**config.mk**
```make
export PLATFORM = sky130hd
export DESIGN_NAME = log_record_time_rewriter_unit
export DESIGN_NICKNAME = d
export VERILOG_FILES = /design/src/hw/rtl/lrtr_pkg.sv /design/src/hw/rtl/lrtr_parser.sv /design/src/hw/rtl/log_record_time_rewriter_unit.sv
export SDC_FILE = /design/constraint.sdc
export NUM_CORES = 1
export LEC_CHECK = 0
export ABC_AREA = 1
export BUFFER_PORTS_ARGS = -buffer_cell sky130_fd_sc_hd__buf_2
export CAP_MARGIN = 20
export CORE_MARGIN = 3
export CORE_UTILIZATION = 40
export DETAILED_ROUTE_END_ITERATION = 10
export PLACE_DENSITY = 0.69
export SYNTH_ARGS = -nofsm -noshare
export SYNTH_HDL_FRONTEND = slang
export SYNTH_SLANG_ARGS = --single-unit
```
**constraint.sdc**
```tcl
create_clock -name clk -period 6.6 [get_ports clk]
set_clock_uncertainty 0.15 [all_clocks]
set_input_delay 0.99 -clock clk [delete_from_list [all_inputs] [get_ports clk]]
set_output_delay 0.99 -clock clk [all_outputs]
set_load 0.05 [all_outputs]
```
**src/hw/rtl/lrtr_pkg.sv**
```systemverilog
// Shared types, constants and helpers for the log record time rewriter.
package lrtr_pkg;

  localparam logic [7:0]  TAG_RECORD = 8'h0A;
  localparam logic [7:0]  TAG_TIME   = 8'h08;
  localparam logic [31:0] TIME_MIN   = 32'd1263563523;
  localparam logic [2:0]  LEN_BYTES  = 3'd5;
  localparam logic [2:0]  TIME_BYTES = 3'd5;

  typedef enum logic [6:0] {
    PH_FIRST      = 7'b0000001,
    PH_LEN        = 7'b0000010,
    PH_BODY_FIRST = 7'b0000100,
    PH_TIME       = 7'b0001000,
    PH_SKIP       = 7'b0010000,
    PH_TAG        = 7'b0100000,
    PH_PASS       = 7'b1000000
  } phase_t;

  typedef struct packed {
    logic [7:0] data;
    logic       rewritten;
  } result_t;

  // Five-byte varint form of the timestamp, one byte per index.
  function automatic logic [7:0] time_byte(input logic [31:0] t, input logic [2:0] idx);
    logic [7:0] b;
    case (idx)
      3'd0:    b = {1'b1, t[6:0]};
      3'd1:    b = {1'b1, t[13:7]};
      3'd2:    b = {1'b1, t[20:14]};
      3'd3:    b = {1'b1, t[27:21]};
      default: b = {4'b0000, t[31:28]};
    endcase
    return b;
  endfunction

  // Place one length varint byte at its bit position.
  function automatic logic [31:0] len_part(input logic [7:0] b, input logic [2:0] cnt);
    logic [31:0] p;
    case (cnt)
      3'd0:    p = {25'd0, b[6:0]};
      3'd1:    p = {18'd0, b[6:0], 7'd0};
      3'd2:    p = {11'd0, b[6:0], 14'd0};
      3'd3:    p = {4'd0, b[6:0], 21'd0};
      default: p = {b[3:0], 28'd0};
    endcase
    return p;
  endfunction

endpackage

```
**src/hw/rtl/lrtr_parser.sv**
```systemverilog
// Record parser: tracks the record structure and picks each output byte.
module lrtr_parser (
  input  logic             clk,
  input  logic             rst_n,
  input  logic             acc,
  input  logic [7:0]       byte_in,
  input  logic             last_in,
  input  logic [31:0]      stamp_time,
  output lrtr_pkg::result_t res
);

  lrtr_pkg::phase_t phase_r, phase_nxt;
  logic [31:0] accum_r, accum_nxt;
  logic [2:0]  len_cnt_r, len_cnt_nxt;
  logic [31:0] remain_r, remain_nxt;
  logic [2:0]  tidx_r, tidx_nxt;
  logic [31:0] accum_or;
  logic [31:0] remain_dec;
  logic [2:0]  len_cnt_inc;
  logic [2:0]  tidx_inc;

  assign accum_or    = accum_r | lrtr_pkg::len_part(byte_in, len_cnt_r);
  assign remain_dec  = remain_r - 32'd1;
  assign len_cnt_inc = len_cnt_r + 3'd1;
  assign tidx_inc    = tidx_r + 3'd1;

  always_comb begin
    phase_nxt     = phase_r;
    accum_nxt     = accum_r;
    len_cnt_nxt   = len_cnt_r;
    remain_nxt    = remain_r;
    tidx_nxt      = tidx_r;
    res.data      = byte_in;
    res.rewritten = 1'b0;
    case (phase_r)
      lrtr_pkg::PH_FIRST, lrtr_pkg::PH_TAG: begin
        if (byte_in == lrtr_pkg::TAG_RECORD &&
            (phase_r == lrtr_pkg::PH_TAG || stamp_time >= lrtr_pkg::TIME_MIN)) begin
          accum_nxt   = '0;
          len_cnt_nxt = '0;
          phase_nxt   = lrtr_pkg::PH_LEN;
        end else begin
          phase_nxt = lrtr_pkg::PH_PASS;
        end
      end
      lrtr_pkg::PH_LEN: begin
        accum_nxt   = accum_or;
        len_cnt_nxt = len_cnt_inc;
        if (!byte_in[7]) begin
          remain_nxt = accum_or;
          phase_nxt  = (accum_or == '0) ? lrtr_pkg::PH_TAG : lrtr_pkg::PH_BODY_FIRST;
        end else if (len_cnt_inc >= lrtr_pkg::LEN_BYTES) begin
          // unterminated length: give up on this frame
          phase_nxt = lrtr_pkg::PH_PASS;
        end
      end
      lrtr_pkg::PH_BODY_FIRST: begin
        remain_nxt = remain_dec;
        if (byte_in == lrtr_pkg::TAG_TIME) begin
          tidx_nxt  = '0;
          phase_nxt = lrtr_pkg::PH_TIME;
        end else begin
          phase_nxt = lrtr_pkg::PH_SKIP;
        end
        if (remain_dec == '0) phase_nxt = lrtr_pkg::PH_TAG;
      end
      lrtr_pkg::PH_TIME: begin
        res.data      = lrtr_pkg::time_byte(stamp_time, tidx_r);
        res.rewritten = 1'b1;
        remain_nxt    = remain_dec;
        tidx_nxt      = tidx_inc;
        if (tidx_inc >= lrtr_pkg::TIME_BYTES) phase_nxt = lrtr_pkg::PH_SKIP;
        // short body drops the rest of the timestamp
        if (remain_dec == '0) phase_nxt = lrtr_pkg::PH_TAG;
      end
      lrtr_pkg::PH_SKIP: begin
        remain_nxt = remain_dec;
        if (remain_dec == '0) phase_nxt = lrtr_pkg::PH_TAG;
      end
      default: begin
        phase_nxt = lrtr_pkg::PH_PASS;
      end
    endcase
    if (last_in) begin
      phase_nxt   = lrtr_pkg::PH_FIRST;
      accum_nxt   = '0;
      len_cnt_nxt = '0;
      remain_nxt  = '0;
      tidx_nxt    = '0;
    end
  end

  always_ff @(posedge clk) begin
    if (!rst_n) begin
      phase_r   <= lrtr_pkg::PH_FIRST;
      accum_r   <= '0;
      len_cnt_r <= '0;
      remain_r  <= '0;
      tidx_r    <= '0;
    end else if (acc) begin
      phase_r   <= phase_nxt;
      accum_r   <= accum_nxt;
      len_cnt_r <= len_cnt_nxt;
      remain_r  <= remain_nxt;
      tidx_r    <= tidx_nxt;
    end
  end

endmodule

```
**src/hw/rtl/log_record_time_rewriter_unit.sv**
```systemverilog
// Top level of the log record time rewriter: config register, parser, output skid.
// Usage:
//   Input beats (in_byte, in_last) arrive on in_valid/in_stall; one result beat
//   (out_byte, out_last, out_rewritten) leaves per input beat on out_valid/out_stall.
//   A frame is a serialized log group; in_last marks its final byte. Records whose
//   body opens with the time field get their five timestamp bytes replaced by the
//   value in the configuration register; the user must write it with cfg_wr_en and
//   cfg_stamp_time only while the block is idle; the block does not enforce this.
//   Values below 1263563523 leave frames untouched.
// Throughput: one beat per cycle while in_stall is low; the parser registers each beat.
// Stall: an output register plus a one-entry skid stage hold up to two results,
//   so a beat is still taken in the cycle the receiver first stalls; in_stall
//   rises only once the skid entry is occupied, and drops when it drains.
// Reset: synchronous, active low; clears the parser to expect the first tag of a
//   new frame, empties both output entries and sets the timestamp register to 0.
module log_record_time_rewriter_unit (
  input  logic        clk,
  input  logic        rst_n,
  input  logic        in_valid,
  output logic        in_stall,
  input  logic [7:0]  in_byte,
  input  logic        in_last,
  output logic        out_valid,
  input  logic        out_stall,
  output logic [7:0]  out_byte,
  output logic        out_last,
  output logic        out_rewritten,
  input  logic        cfg_wr_en,
  input  logic [31:0] cfg_stamp_time
);

  logic [31:0]       stamp_time_r;
  logic              in_acc;
  logic              out_take;
  lrtr_pkg::result_t res;

  logic              out_v_r;
  lrtr_pkg::result_t out_res_r;
  logic              out_last_r;
  logic              skid_v_r;
  lrtr_pkg::result_t skid_res_r;
  logic              skid_last_r;

  assign in_stall = skid_v_r;
  assign in_acc   = in_valid && !skid_v_r;
  assign out_take = out_v_r && !out_stall;

  always_ff @(posedge clk) begin
    if (!rst_n) begin
      stamp_time_r <= '0;
    end else if (cfg_wr_en) begin
      stamp_time_r <= cfg_stamp_time;
    end
  end

  lrtr_parser u_parser (
    .clk        (clk),
    .rst_n      (rst_n),
    .acc        (in_acc),
    .byte_in    (in_byte),
    .last_in    (in_last),
    .stamp_time (stamp_time_r),
    .res        (res)
  );

  always_ff @(posedge clk) begin
    if (!rst_n) begin
      out_v_r  <= 1'b0;
      skid_v_r <= 1'b0;
    end else if (skid_v_r) begin
      // drain the skid entry into the output register
      if (out_take) begin
        out_res_r  <= skid_res_r;
        out_last_r <= skid_last_r;
        skid_v_r   <= 1'b0;
      end
    end else if (in_acc) begin
      if (!out_v_r || out_take) begin
        out_res_r  <= res;
        out_last_r <= in_last;
        out_v_r    <= 1'b1;
      end else begin
        skid_res_r  <= res;
        skid_last_r <= in_last;
        skid_v_r    <= 1'b1;
      end
    end else if (out_take) begin
      out_v_r <= 1'b0;
    end
  end

  assign out_valid     = out_v_r;
  assign out_byte      = out_res_r.data;
  assign out_rewritten = out_res_r.rewritten;
  assign out_last      = out_last_r;

  a_skid_needs_out: assert property (@(posedge clk) disable iff (!rst_n)
    skid_v_r |-> out_v_r)
    else $error("skid entry held while output register empty");

  a_stall_fills_skid: assert property (@(posedge clk) disable iff (!rst_n)
    (in_acc && out_v_r && out_stall) |=> skid_v_r)
    else $error("beat accepted under stall was not held in skid");

  a_reset_empties: assert property (@(posedge clk)
    !rst_n |=> (!out_v_r && !skid_v_r))
    else $error("output entries not empty after reset");

endmodule

```
# Yosys cells after proc, flatten, opt, wreduce, memory -nomap -nowiden

Cells that the tools add are included.

Logic and storage cells: 113
Flip-flop bits (word level): 131

Multiplexer cells: 41
Reduce and logical (&&, ||, !) cells: 27
$add $sub $neg: 3
Equality and inequality tests: 22
Bitwise gates (word level): 3
Order comparisons: 3

Operators by type and width:

| operator                                                                | number |
|---|---|
| 32-bit 2-to-1 mux                                                       | 4 |
| 32-bit case mux with 2 select lines                                     | 2 |
| 32-bit case mux with 4 select lines                                     | 1 |
| 32-bit logical NOT                                                      | 2 |
| 7-bit 2-to-1 mux                                                        | 7 |
| 9-bit 2-to-1 mux                                                        | 5 |
| 7-bit case mux with 5 select lines                                      | 1 |
| 32-bit by 31-bit >= comparator with 1-bit output, second input constant | 1 |
| 32-bit OR                                                               | 1 |
| 8-bit case mux with 4 select lines                                      | 1 |
| 32-bit by 1-bit subtractor with 32-bit output, second input constant    | 1 |
| 8-bit by 4-bit == test with 1-bit output, second input constant         | 2 |
| 3-bit by 2-bit == test with 1-bit output, second input constant         | 4 |
| 3-bit 2-to-1 mux                                                        | 4 |
| 6-bit 2-to-1 mux                                                        | 2 |
| 3-bit case mux with 2 select lines                                      | 2 |
| 3-bit AND reduction                                                     | 4 |
| 4-bit AND reduction                                                     | 3 |
| 1-bit 2-to-1 mux                                                        | 11 |
| 3-bit by 2-bit != test with 1-bit output, second input constant         | 3 |
| 3-bit nonzero test                                                      | 3 |
| 7-bit by 1-bit == test with 1-bit output, second input constant         | 1 |
| 7-bit by 2-bit == test with 1-bit output, second input constant         | 1 |
| 7-bit by 3-bit == test with 1-bit output, second input constant         | 1 |
| 20 further kinds                                                        | 32 |

# Longest topological paths before layout

Gate-level depths: netlist of the first run.

Depth after elaboration: 8
Gate-level depth with buffers: 18
Depth with buffers taken out: 18

# Hierarchy

A second synthesis of the first run with hierarchy kept.

Cell total of the unflattened synthesis: 1168
Area total of the unflattened synthesis: 7724.9 sq um

By module, submodules not included:

| module                        | cells each | area each (sq um) | sequential area each (sq um) | instances |
|---|---|---|---|---|
| lrtr_parser                   | 955        | 5735.5            | 1541.5                       | 1 |
| log_record_time_rewriter_unit | 213        | 1989.4            | 1281.2                       | 1 |

# Least setup slack after synthesis of the first run

No wires, ideal clock.

Path type: input -> register
From: input port in_valid
To: register out_res_r (netlist bit out_byte[0]) (enable)
Library setup time: 0.390 ns
Arrival: 2.349 ns
Buffers on the path: 1
Setup slack: 3.711 ns
Stages: 5
Path through: inv_1 -> nor2_1 -> buf_2 -> a21oi_1 -> nor3_1

Cells in the longest elaborated chain, start to end: 3

RTL lines:

| what                          | RTL line                            | text |
|---|---|---|
| start: declaration            | log_record_time_rewriter_unit.sv:19 | `input logic in_valid,` |
| 1-bit logical AND             | log_record_time_rewriter_unit.sv:45 | `assign in_acc = in_valid && !skid_v_r;` |
| 2-bit nonzero test (no line)  | --                                  |  |
| 4-bit AND reduction (no line) | --                                  |  |
| end signal: assignment        | log_record_time_rewriter_unit.sv:73 | `out_res_r <= skid_res_r;` |
| end signal: assignment        | log_record_time_rewriter_unit.sv:79 | `out_res_r <= res;` |
| end: declaration              | log_record_time_rewriter_unit.sv:38 | `lrtr_pkg::result_t out_res_r;` |

Every way passes these cells.
A chain may end at the register's enable or synchronous reset.

# Worst setup path in the final report of the first run

From: register u_parser.phase_r[6]
To: register u_parser.remain_r[8]

Cells in the longest elaborated chain, start to end: 4

RTL lines:

| what                                                                             | RTL line           | text |
|---|---|---|
| start: declaration                                                               | lrtr_parser.sv:12  | `lrtr_pkg::phase_t phase_r, phase_nxt;` |
| start signal: assignment                                                         | lrtr_parser.sv:95  | `phase_r <= lrtr_pkg::PH_FIRST;` |
| start signal: assignment                                                         | lrtr_parser.sv:101 | `phase_r <= phase_nxt;` |
| 7-bit by 3-bit == test with 1-bit output (tied with other cells)                 | lrtr_parser.sv:35  | `case (phase_r)` |
| 3-bit OR reduction (no line)                                                     | --                 |  |
| 32-bit case mux with 2 select lines / 3-bit nonzero test (equally long branches) | --                 |  |
| 32-bit 2-to-1 mux / 3-bit AND reduction (equally long branches)                  | --                 |  |
| end signal: assignment                                                           | lrtr_parser.sv:104 | `remain_r <= remain_nxt;` |
| end: declaration                                                                 | lrtr_parser.sv:15  | `logic [31:0] remain_r, remain_nxt;` |

Several ways; a longest one is shown, not always the timed one.

==> summary.log, run 1 <==
[status] run status complete, no violations
[min_path] hold crit path type register to register
[yosys] post-synthesis register bit count 131
[layout] number of nets in the final layout 1276
[layout] fin area 9050 um2
[detailed_routing] detailed-route wire length per cell 15.3 um
[clock_tree] TritonCTS clock tree yes
[floorplan] die span in y 148 um
[yosys] Cell variety after synth 46
[clock_tree] post-cts resize count 0
[layout] fraction of final layout cells with drive strength greater than 1 0.139
[yosys] area share of the leading cell type in the synthesized netlist 0.276
[detailed_routing] final routed wirelength across all metal layers 22800 um
[layout] count of fill cells added during filler insertion 2013
[yosys] number of instances in the synthesized netlist 1185
[job] # Max-Cap Violations 0
[yosys] synthesized area 8060 um2
[detailed_routing] antenna viol nets, final 0
[layout] Final Non-Filler Cells 1494
[yosys] Area contributors post-synth sky130_fd_sc_hd__dfxtp_1, sky130_fd_sc_hd__nand2_1, sky130_fd_sc_hd__edfxtp_1, sky130_fd_sc_hd__o21ai_0, sky130_fd_sc_hd__a21oi_1
[setup_path] CP Launch Type register
[layout] number of antenna cells inserted 0
[yosys] warning count from the yosys run 0
[setup_path] worst setup path class register to register
[floorplan] number of top-level pins 58
[timing] setup repair after global routing missed its margin false
[clock_tree] Max clock buf depth 2
[global_routing] total overflow reported by the global router 0
[yosys] most frequent cells after synthesis sky130_fd_sc_hd__nand2_1, sky130_fd_sc_hd__nor2_1, sky130_fd_sc_hd__inv_1, sky130_fd_sc_hd__o21ai_0, sky130_fd_sc_hd__a21oi_1
[clock_tree] CTS HTree Levels 4
[global_routing] initial antenna violation count 0
[global_routing] pin count of the biggest net entering global routing 67
[floorplan] placeable core region 19700 um2
[pwr] overall power consumption 2290 uW
[timing] final cycle utilization of the critical path 0.518
[yosys] leading area contributor after synthesis sky130_fd_sc_hd__dfxtp_1
[yosys] per-instance average area after synthesis 6.80 um2
[timing] Hold Violations, Final 0
[placement] RD Place Congestion 0.953
[timing] aggregate negative setup slack 0 ns
[timing] worst-case headroom to the max-slew limit 0.442
[clock_tree] TritonCTS sink count 131
[timing] fin crit period 3.42 ns
[clock_tree] Root Buffer sky130_fd_sc_hd__clkbuf_16
[floorplan] Chip Width 148 um
[yosys] syn nets 1245
[yosys] most common cell in the netlist sky130_fd_sc_hd__nand2_1
[placement] number of placed instances with taps included 1462
[placement] post-detailed-placement half-perimeter wirelength 16400 um
[clock_tree] number of buffers inserted by post-CTS setup repair 0
[global_routing] wire length of the first global-routing pass 36700 um
[placement] number of port buffers 57
[floorplan] overall die area 21900 um2
[timing] setup-violating endpoint count in the final report 0
[pwr] total leakage power 0.00365 uW
[setup_path] required time worst endpoint 6.79 ns
[floorplan] Initial Utilization 0.410
[floorplan] FP Rows 51
[yosys] Post-synth EDFFs 20
[clock_tree] CTS Buf Count 17
[detailed_routing] Starting DRT DRC Count 611
[yosys] sequential cell area fraction in the yosys report 0.350
[detailed_routing] number of optimization iterations in the first detailed-route pass 6
[clock_tree] insertion delay to the later sink of the worst-skew pair 0.43 ns
[global_routing] GRT Total Usage 0.207
[yosys] Primary FF master, synth sky130_fd_sc_hd__dfxtp_1
[timing] Post-Route Hold Slack 0.308 ns
[setup_path] sort of element at the end of the critical path register
[setup_path] crit path max fanout 56
[detailed_routing] remaining routing DRC violations 0
[setup_path] data arrival time at the worst-slack endpoint 3.61 ns
[clock_tree] cts-stage hold buffer count 0
[detailed_routing] via density per instance 5.26
[layout] Area growth syn-to-layout 12.2%
[global_routing] via count of the first global-routing pass 7226
[clock_tree] clock slew seen by the registers of the worst setup and hold paths 0.06 ns
[timing] transition at the pin with the smallest max-transition slack 0.834 ns
[timing] highest clock frequency the design can meet 292 MHz
[yosys] share of flip-flops with an asynchronous set or reset 0
[pwr] maximum VDD drop 165 uV
[timing] max-slew violation count 0
[placement] placed cell area 8490 um2
[pwr] power density cells 253 nW/um2
[detailed_routing] routed vias 7865
## per-stage QoR
step	utilization	setup slack [ns]
5_1_grt	0.460	2.83
3_5_place_dp	0.432	3.15
6_report	0.460	3.18
2_1_floorplan	-	3.71
4_1_cts	0.460	3.23
3_3_place_gp	0.432	3.20
## kinds of logic (layout without fill, tap and decap cells)
group / after synthesis / after routing / share of synthesized area
compound gates: 292 / 292 / 0.198
buf+inv: 198 / 242 / 0.0989
xor+xnor: 5 / 5 / 0.00636
flops: 131 / 131 / 0.350
fa+ha+maj: 14 / 14 / 0.0217
simple gates: 545 / 545 / 0.324
## final cells by class
cell class	count	area, um2	area share
Multi-Input combinational cell	856	4450	0.491
Sequential cell	131	2820	0.312
Inverter	146	548	0.0606
Clock buffer	20	457	0.0505
Timing Repair Buffer	64	338	0.0373
Tap cell	265	332	0.0366
Clock inverter	12	108	0.0119
## flip-flops by register name (all words and copies together), names as in the netlist
name / cells
out_valid: 1
stamp_time_r: 32
skid_last_r: 1
in_stall: 1
u_parser.remain_r: 32
u_parser.len_cnt_r: 3
u_parser.phase_r: 7
out_byte: 8
out_rewritten: 1
skid_res_r: 9
out_last: 1
u_parser.accum_r: 32
u_parser.tidx_r: 3
## final timing paths
kind                       startpoint                   end  slack [ns]  cells past startpoint
hold / removal    u_parser.accum_r[7]   u_parser.accum_r[7]        0.31                      2
hold reg to reg   u_parser.accum_r[7]   u_parser.accum_r[7]        0.31                      2
setup / recovery  u_parser.phase_r[6]  u_parser.remain_r[8]        3.18                     13
setup reg to reg  u_parser.phase_r[6]  u_parser.remain_r[8]        3.18                     13
## metal layers
metal | GRT usage | wire length, um
met5 | 0 | 0
met1 | 0.275 | 10200
met4 | 0.0739 | 615
met2 | 0.340 | 10700
met3 | 0.0362 | 1270
## cell usage in the layout (no fill, tap or decap), types with 3 or more instances in the layout
master	synthesis	layout
sky130_fd_sc_hd__a211oi_1	9	9
sky130_fd_sc_hd__a21oi_1	118	118
sky130_fd_sc_hd__a221oi_1	7	7
sky130_fd_sc_hd__a31oi_1	4	4
sky130_fd_sc_hd__buf_2	13	57
sky130_fd_sc_hd__buf_4	6	7
sky130_fd_sc_hd__clkbuf_16	0	17
sky130_fd_sc_hd__clkinv_2	0	4
sky130_fd_sc_hd__clkinv_4	0	3
sky130_fd_sc_hd__clkinvlp_4	0	3
sky130_fd_sc_hd__dfxtp_1	111	111
sky130_fd_sc_hd__edfxtp_1	20	20
sky130_fd_sc_hd__ha_1	14	14
sky130_fd_sc_hd__inv_1	138	138
sky130_fd_sc_hd__inv_2	8	8
sky130_fd_sc_hd__nand2_1	217	217
sky130_fd_sc_hd__nand2_2	14	14
sky130_fd_sc_hd__nand2_4	7	7
sky130_fd_sc_hd__nand3_1	76	76
sky130_fd_sc_hd__nand3_2	3	3
sky130_fd_sc_hd__nand3b_1	5	5
sky130_fd_sc_hd__nand4_1	21	21
sky130_fd_sc_hd__nor2_1	154	153
sky130_fd_sc_hd__nor2_2	10	11
sky130_fd_sc_hd__nor2_4	17	17
sky130_fd_sc_hd__nor2_8	3	3
sky130_fd_sc_hd__nor3_1	7	7
sky130_fd_sc_hd__o211ai_1	4	4
sky130_fd_sc_hd__o21ai_0	119	119
sky130_fd_sc_hd__o21ai_1	3	3
sky130_fd_sc_hd__o21ai_2	4	4
sky130_fd_sc_hd__o21bai_1	14	14
sky130_fd_sc_hd__o22ai_1	6	6
## critical path, stage by stage, from the launching register on
cell and delay (ns):
sky130_fd_sc_hd__dfxtp_1 0.40, sky130_fd_sc_hd__inv_1 0.07, sky130_fd_sc_hd__nand3_2 0.13, sky130_fd_sc_hd__inv_1 0.07
sky130_fd_sc_hd__nand4_1 0.30, sky130_fd_sc_hd__o21ai_2 0.17, sky130_fd_sc_hd__nor2_4 0.64, sky130_fd_sc_hd__inv_2 0.38
sky130_fd_sc_hd__o211ai_2 0.24, sky130_fd_sc_hd__nand2_1 0.07, sky130_fd_sc_hd__buf_4 0.29, sky130_fd_sc_hd__inv_2 0.20
sky130_fd_sc_hd__nor2_1 0.06, sky130_fd_sc_hd__a211oi_1 0.17
## report_power, final
| group | internal (uW) | total (uW) | switching (uW) | leakage (uW) |
|---|---|---|---|---|
| clock | 537 | 912 | 374 | 0.000272 |
| sequential | 850 | 888 | 37.7 | 0.00109 |
| combinational | 149 | 488 | 339 | 0.00228 |
No activity file was read; power rests on OpenSTA's default activity.
==> inputs of run 2 (changes only) <==
--- a/config.mk
+++ b/config.mk
@@ -5,7 +5,7 @@
 export SDC_FILE = /design/constraint.sdc
 export NUM_CORES = 1
 export LEC_CHECK = 0
-export ABC_AREA = 1
+export ABC_AREA = 0
 export BUFFER_PORTS_ARGS = -buffer_cell sky130_fd_sc_hd__buf_2
 export CAP_MARGIN = 20
 export CORE_MARGIN = 3
==> constraint.sdc (replaced) <==
create_clock -name clk -period 3.2 [get_ports clk]
set_clock_uncertainty 0.15 [all_clocks]
set_input_delay 0.48 -clock clk [delete_from_list [all_inputs] [get_ports clk]]
set_output_delay 0.48 -clock clk [all_outputs]
set_load 0.05 [all_outputs]
==> run 2 against run 1 <==
  * First-iteration DRC count grew 6.5%
  * Routed wire length fell by 11%
  * Largest power group unchanged
  * Critical path depth decreased by 4
  * Non-clock buffer count up 35
  * Clock power increased by 120%
==> summary.log, run 2 <==
[setup_path] cell family contributing the most delay on the critical path simple AND/OR/NAND/NOR gates [unchanged]
[yosys] most common cell in the netlist sky130_fd_sc_hd__dfxtp_1 [was sky130_fd_sc_hd__nand2_1]
[floorplan] FP Rows 48 [was 51]
[yosys] post-synthesis simple-gate area fraction 0.232 [was 0.324]
[pwr] overall power consumption 4330 uW [was 2290 uW]
[layout] Area growth syn-to-layout 18.2% [was 12.2%]
[setup_path] slowest stage cell, crit path sky130_fd_sc_hd__or4_4 [was sky130_fd_sc_hd__nor2_4]
[yosys] syn nets 883 [was 1245]
[min_path] start point of the worst hold path cfg_stamp_time[17] [was u_parser.accum_r[7]]
[detailed_routing] routed vias 6680 [was 7865]
[setup_path] endpoint of the worst-slack reg-to-reg timing path u_parser.phase_r[2] [was u_parser.remain_r[8]]
[setup_path] Crit Reg-Reg Startpoint u_parser.remain_r[11] [was u_parser.phase_r[6]]
[pwr] total leakage power 0.00322 uW [was 0.00365 uW]
[global_routing] via count of the first global-routing pass 6047 [was 7226]
[detailed_routing] via density per instance 6.02 [was 5.26]
[yosys] post-synthesis register bit count 131 [unchanged]
[clock_tree] TritonCTS sink count 131 [unchanged]
[setup_path] critical-path cell list nor4_2 > buf_4 > nand4_2 > or4_4 > a211oi_2 > o2111ai_2 > a31o_1 > or4b_1 > a21boi_1 [was inv_1 > nand3_2 > inv_1 > nand4_1 > o21ai_2 > nor2_4 > inv_2 > o211ai_2 > nand2_1 > buf_4 > inv_2 > nor2_1 > a211oi_1]
[pwr] power density cells 518 nW/um2 [was 253 nW/um2]
[clock_tree] CTS Buf Count 17 [unchanged]
[clock_tree] number of buffers inserted by post-CTS setup repair 0 [unchanged]
[clock_tree] CTS HTree Levels 4 [unchanged]
[global_routing] initial antenna violation count 1 [was 0]
[floorplan] Chip Width 139 um [was 148 um]
[layout] most common cell after layout, fill and taps aside sky130_fd_sc_hd__dfxtp_1 [was sky130_fd_sc_hd__nand2_1]
[timing] setup repair after global routing missed its margin true [was false]
[layout] Final Non-Filler Cells 1110 [was 1494]
[timing] setup-violating endpoint count in the final report 0 [unchanged]
[global_routing] pin count of the biggest net entering global routing 49 [was 67]
[clock_tree] insertion delay to the later sink of the worst-skew pair 0.43 ns [about the same]
[min_path] hold endpoint stamp_time_r[17] [was u_parser.accum_r[7]]
[yosys] portion of netlist area occupied by mux cells 0.0665 [was 0]
[pwr] maximum VDD drop 414 uV [was 165 uV]
[layout] number of antenna cells inserted 0 [unchanged]
[yosys] warning count from the yosys run 0 [unchanged]
[setup_path] slowest stage delay, CP 0.56 ns [was 0.64 ns]
[setup_path] data arrival time at the worst-slack endpoint 3.27 ns [was 3.61 ns]
[yosys] per-instance average area after synthesis 8.60 um2 [was 6.80 um2]
[global_routing] GRT Total Usage 0.210 [was 0.207]
[yosys] leading area contributor after synthesis sky130_fd_sc_hd__dfxtp_1 [unchanged]
[yosys] number of instances in the synthesized netlist 823 [was 1185]
[yosys] synthesized-area fraction occupied by ao, oa, aoi and oai cells 0.215 [was 0.198]
[timing] post-route setup slack 0.144 ns [was 3.18 ns]
[yosys] main combinational cell family by area after synthesis simple AND/OR/NAND/NOR gates [unchanged]
[timing] max-slew violation count 0 [unchanged]
[setup_path] sort of element at the end of the critical path register [unchanged]
[yosys] synthesized area 7080 um2 [was 8060 um2]
[yosys] Post-Synth XOR/XNOR Area 0.0173 [was 0.00636]
[timing] Hold Violations, Final 0 [unchanged]
[global_routing] total overflow reported by the global router 0 [unchanged]
[clock_tree] post-cts resize count 0 [unchanged]
[timing] final cycle utilization of the critical path 0.955 [was 0.518]
[clock_tree] TritonCTS clock tree yes [unchanged]
[setup_path] CP Launch Type register [unchanged]
[detailed_routing] detailed-route wire length per cell 18.2 um [was 15.3 um]
[floorplan] Initial Utilization 0.409 [was 0.410]
[timing] highest clock frequency the design can meet 327 MHz [was 292 MHz]
[detailed_routing] remaining routing DRC violations 0 [unchanged]
[placement] DP Worst Slack 0.118 ns [was 3.15 ns]
[clock_tree] clock slew seen by the registers of the worst setup and hold paths 0.06 ns [about the same]
[min_path] cell depth of the worst min-delay path 3 [was 2]
[floorplan] number of top-level pins 58 [unchanged]
[placement] number of placed instances with taps included 1078 [was 1462]
[min_path] hold crit path type primary input to register [was register to register]
[layout] fraction of final layout cells with drive strength greater than 1 0.190 [was 0.139]
[yosys] Cell variety after synth 66 [was 46]
[timing] transition at the pin with the smallest max-transition slack 0.928 ns [was 0.834 ns]
[yosys] area share of the leading cell type in the synthesized netlist 0.314 [was 0.276]
[setup_path] reg2reg path depth 9 [was 13]
[floorplan] placeable core region 17300 um2 [was 19700 um2]
[detailed_routing] number of optimization iterations in the first detailed-route pass 7 [was 6]
[timing] fin crit period 3.06 ns [was 3.42 ns]
[layout] number of nets in the final layout 932 [was 1276]
[yosys] most frequent cells after synthesis sky130_fd_sc_hd__dfxtp_1, sky130_fd_sc_hd__nor2_1, sky130_fd_sc_hd__clkbuf_1, sky130_fd_sc_hd__a21oi_1, sky130_fd_sc_hd__nor2b_1 [was sky130_fd_sc_hd__nand2_1, sky130_fd_sc_hd__nor2_1, sky130_fd_sc_hd__inv_1, sky130_fd_sc_hd__o21ai_0, sky130_fd_sc_hd__a21oi_1]
[detailed_routing] antenna viol nets, final 0 [unchanged]
[yosys] sequential cell area fraction in the yosys report 0.399 [was 0.350]
[setup_path] combined buffer and inverter count along the critical path 1 [was 5]
[setup_path] worst setup path class register to register [unchanged]
[yosys] share of flip-flops with an asynchronous set or reset 0 [unchanged]
[placement] post-detailed-placement half-perimeter wirelength 14200 um [was 16400 um]
[yosys] Primary FF master, synth sky130_fd_sc_hd__dfxtp_1 [unchanged]
[placement] number of port buffers 57 [unchanged]
[clock_tree] cts-stage hold buffer count 0 [unchanged]
[job] # Max-Cap Violations 0 [unchanged]
[setup_path] crit path max fanout 7 [was 56]
[yosys] arithmetic-cell share of the synthesized area counting full adders, half adders and majority gates 0.0247 [was 0.0217]
[layout] most frequent cells in the layout sky130_fd_sc_hd__dfxtp_1, sky130_fd_sc_hd__nor2_1, sky130_fd_sc_hd__a21oi_1, sky130_fd_sc_hd__buf_2, sky130_fd_sc_hd__nor2b_1 [was sky130_fd_sc_hd__nand2_1, sky130_fd_sc_hd__nor2_1, sky130_fd_sc_hd__inv_1, sky130_fd_sc_hd__o21ai_0, sky130_fd_sc_hd__a21oi_1]
[yosys] Post-synth EDFFs 20 [unchanged]
[clock_tree] Max clock buf depth 2 [unchanged]
[floorplan] die span in y 139 um [was 148 um]
[setup_path] required time worst endpoint 3.41 ns [was 6.79 ns]
[global_routing] wire length of the first global-routing pass 33200 um [was 36700 um]
[setup_path] register-to-register setup slack 0.14 ns [was 3.18 ns]
[placement] RD Place Congestion 0.908 [was 0.953]
[yosys] Area contributors post-synth sky130_fd_sc_hd__dfxtp_1, sky130_fd_sc_hd__edfxtp_1, sky130_fd_sc_hd__mux2i_1, sky130_fd_sc_hd__nor2_1, sky130_fd_sc_hd__nor2b_1 [was sky130_fd_sc_hd__dfxtp_1, sky130_fd_sc_hd__nand2_1, sky130_fd_sc_hd__edfxtp_1, sky130_fd_sc_hd__o21ai_0, sky130_fd_sc_hd__a21oi_1]
[status] run status complete, no violations [unchanged]
[floorplan] overall die area 19300 um2 [was 21900 um2]
[layout] Top Registers stamp_time_r x32, u_parser.accum_r x32, u_parser.remain_r x32 [unchanged]
[clock_tree] Root Buffer sky130_fd_sc_hd__clkbuf_16 [unchanged]
[timing] worst-case headroom to the max-slew limit 0.381 [was 0.442]
[detailed_routing] Starting DRT DRC Count 651 [was 611]
[detailed_routing] final routed wirelength across all metal layers 20200 um [was 22800 um]
## run 2: per-layer routing
| layer | wire length, um | global-route usage | up-vias |
|---|---|---|---|
| met1 | 9440 | 0.319 | 3190 |
| met4 | 333 | 0.0499 | 2 |
| met5 | 11 | 0 | - |
| met2 | 8700 | 0.304 | 313 |
| li1 | - | - | 3139 |
| met3 | 1720 | 0.0441 | 36 |
## run 2: cell type report
| cell class | instances | area [um2] |
|---|---|---|
| Clock inverter | 14 | 166 |
| Timing Repair Buffer | 99 | 626 |
| Inverter | 12 | 45.0 |
| Multi-Input combinational cell | 611 | 3980 |
| Sequential cell | 131 | 2830 |
| Clock buffer | 18 | 439 |
| Fill cell | 1645 | 8930 |
| Tap cell | 225 | 282 |
## run 2: worst register-to-register path, delay by kind of cell, from the launching register on
kind / cells / cell delay, ns
AOI/OAI and AO/OA: 4 / 0.88
and+or+nand+nor: 4 / 1.43
DFF: 1 / 0.37
buffers and inverters: 1 / 0.16
## run 2: cell families (layout without fill, tap and decap cells)
family	after synthesis	count (layout)
xor+xnor	14	14
fa+ha+maj	14	14
buf+inv	81	143
mux	46	46
compound gates	232	232
simple gates	305	305
flops	131	131
## run 2: report_power, final
group	switching, uW	internal [uW]
combinational	314	221
sequential	52.0	1720
clock	827	1190
total	1190	3140
## run 2: through the flow
step / cell area (um2) / hold WS [ns] / util / setup TNS (ns)
floorplan: 7080 / 0.288 / - / 0
CTS: 8330 / 0.147 / 0.482 / 0
global placement: 7730 / 0.302 / 0.447 / 0
detailed placement: 7730 / 0.314 / 0.447 / 0
finish: 8360 / 0.159 / 0.484 / 0
global route: 8360 / 0.168 / 0.484 / -0.0455
## run 2: worst max-delay path by stage
stage	startpoint	endpoint	slack [ns]	cells after the start
5_1_grt	u_parser.remain_r[11]	u_parser.phase_r[2]	-0.05	9
6_report	u_parser.remain_r[11]	u_parser.phase_r[2]	0.14	9
2_1_floorplan	u_parser.remain_r[4]	u_parser.phase_r[2]	0.03	10
3_5_place_dp	u_parser.remain_r[0]	u_parser.phase_r[2]	0.12	11
4_1_cts	u_parser.remain_r[0]	u_parser.phase_r[2]	0.09	11
3_3_place_gp	u_parser.remain_r[11]	u_parser.phase_r[2]	0.21	9
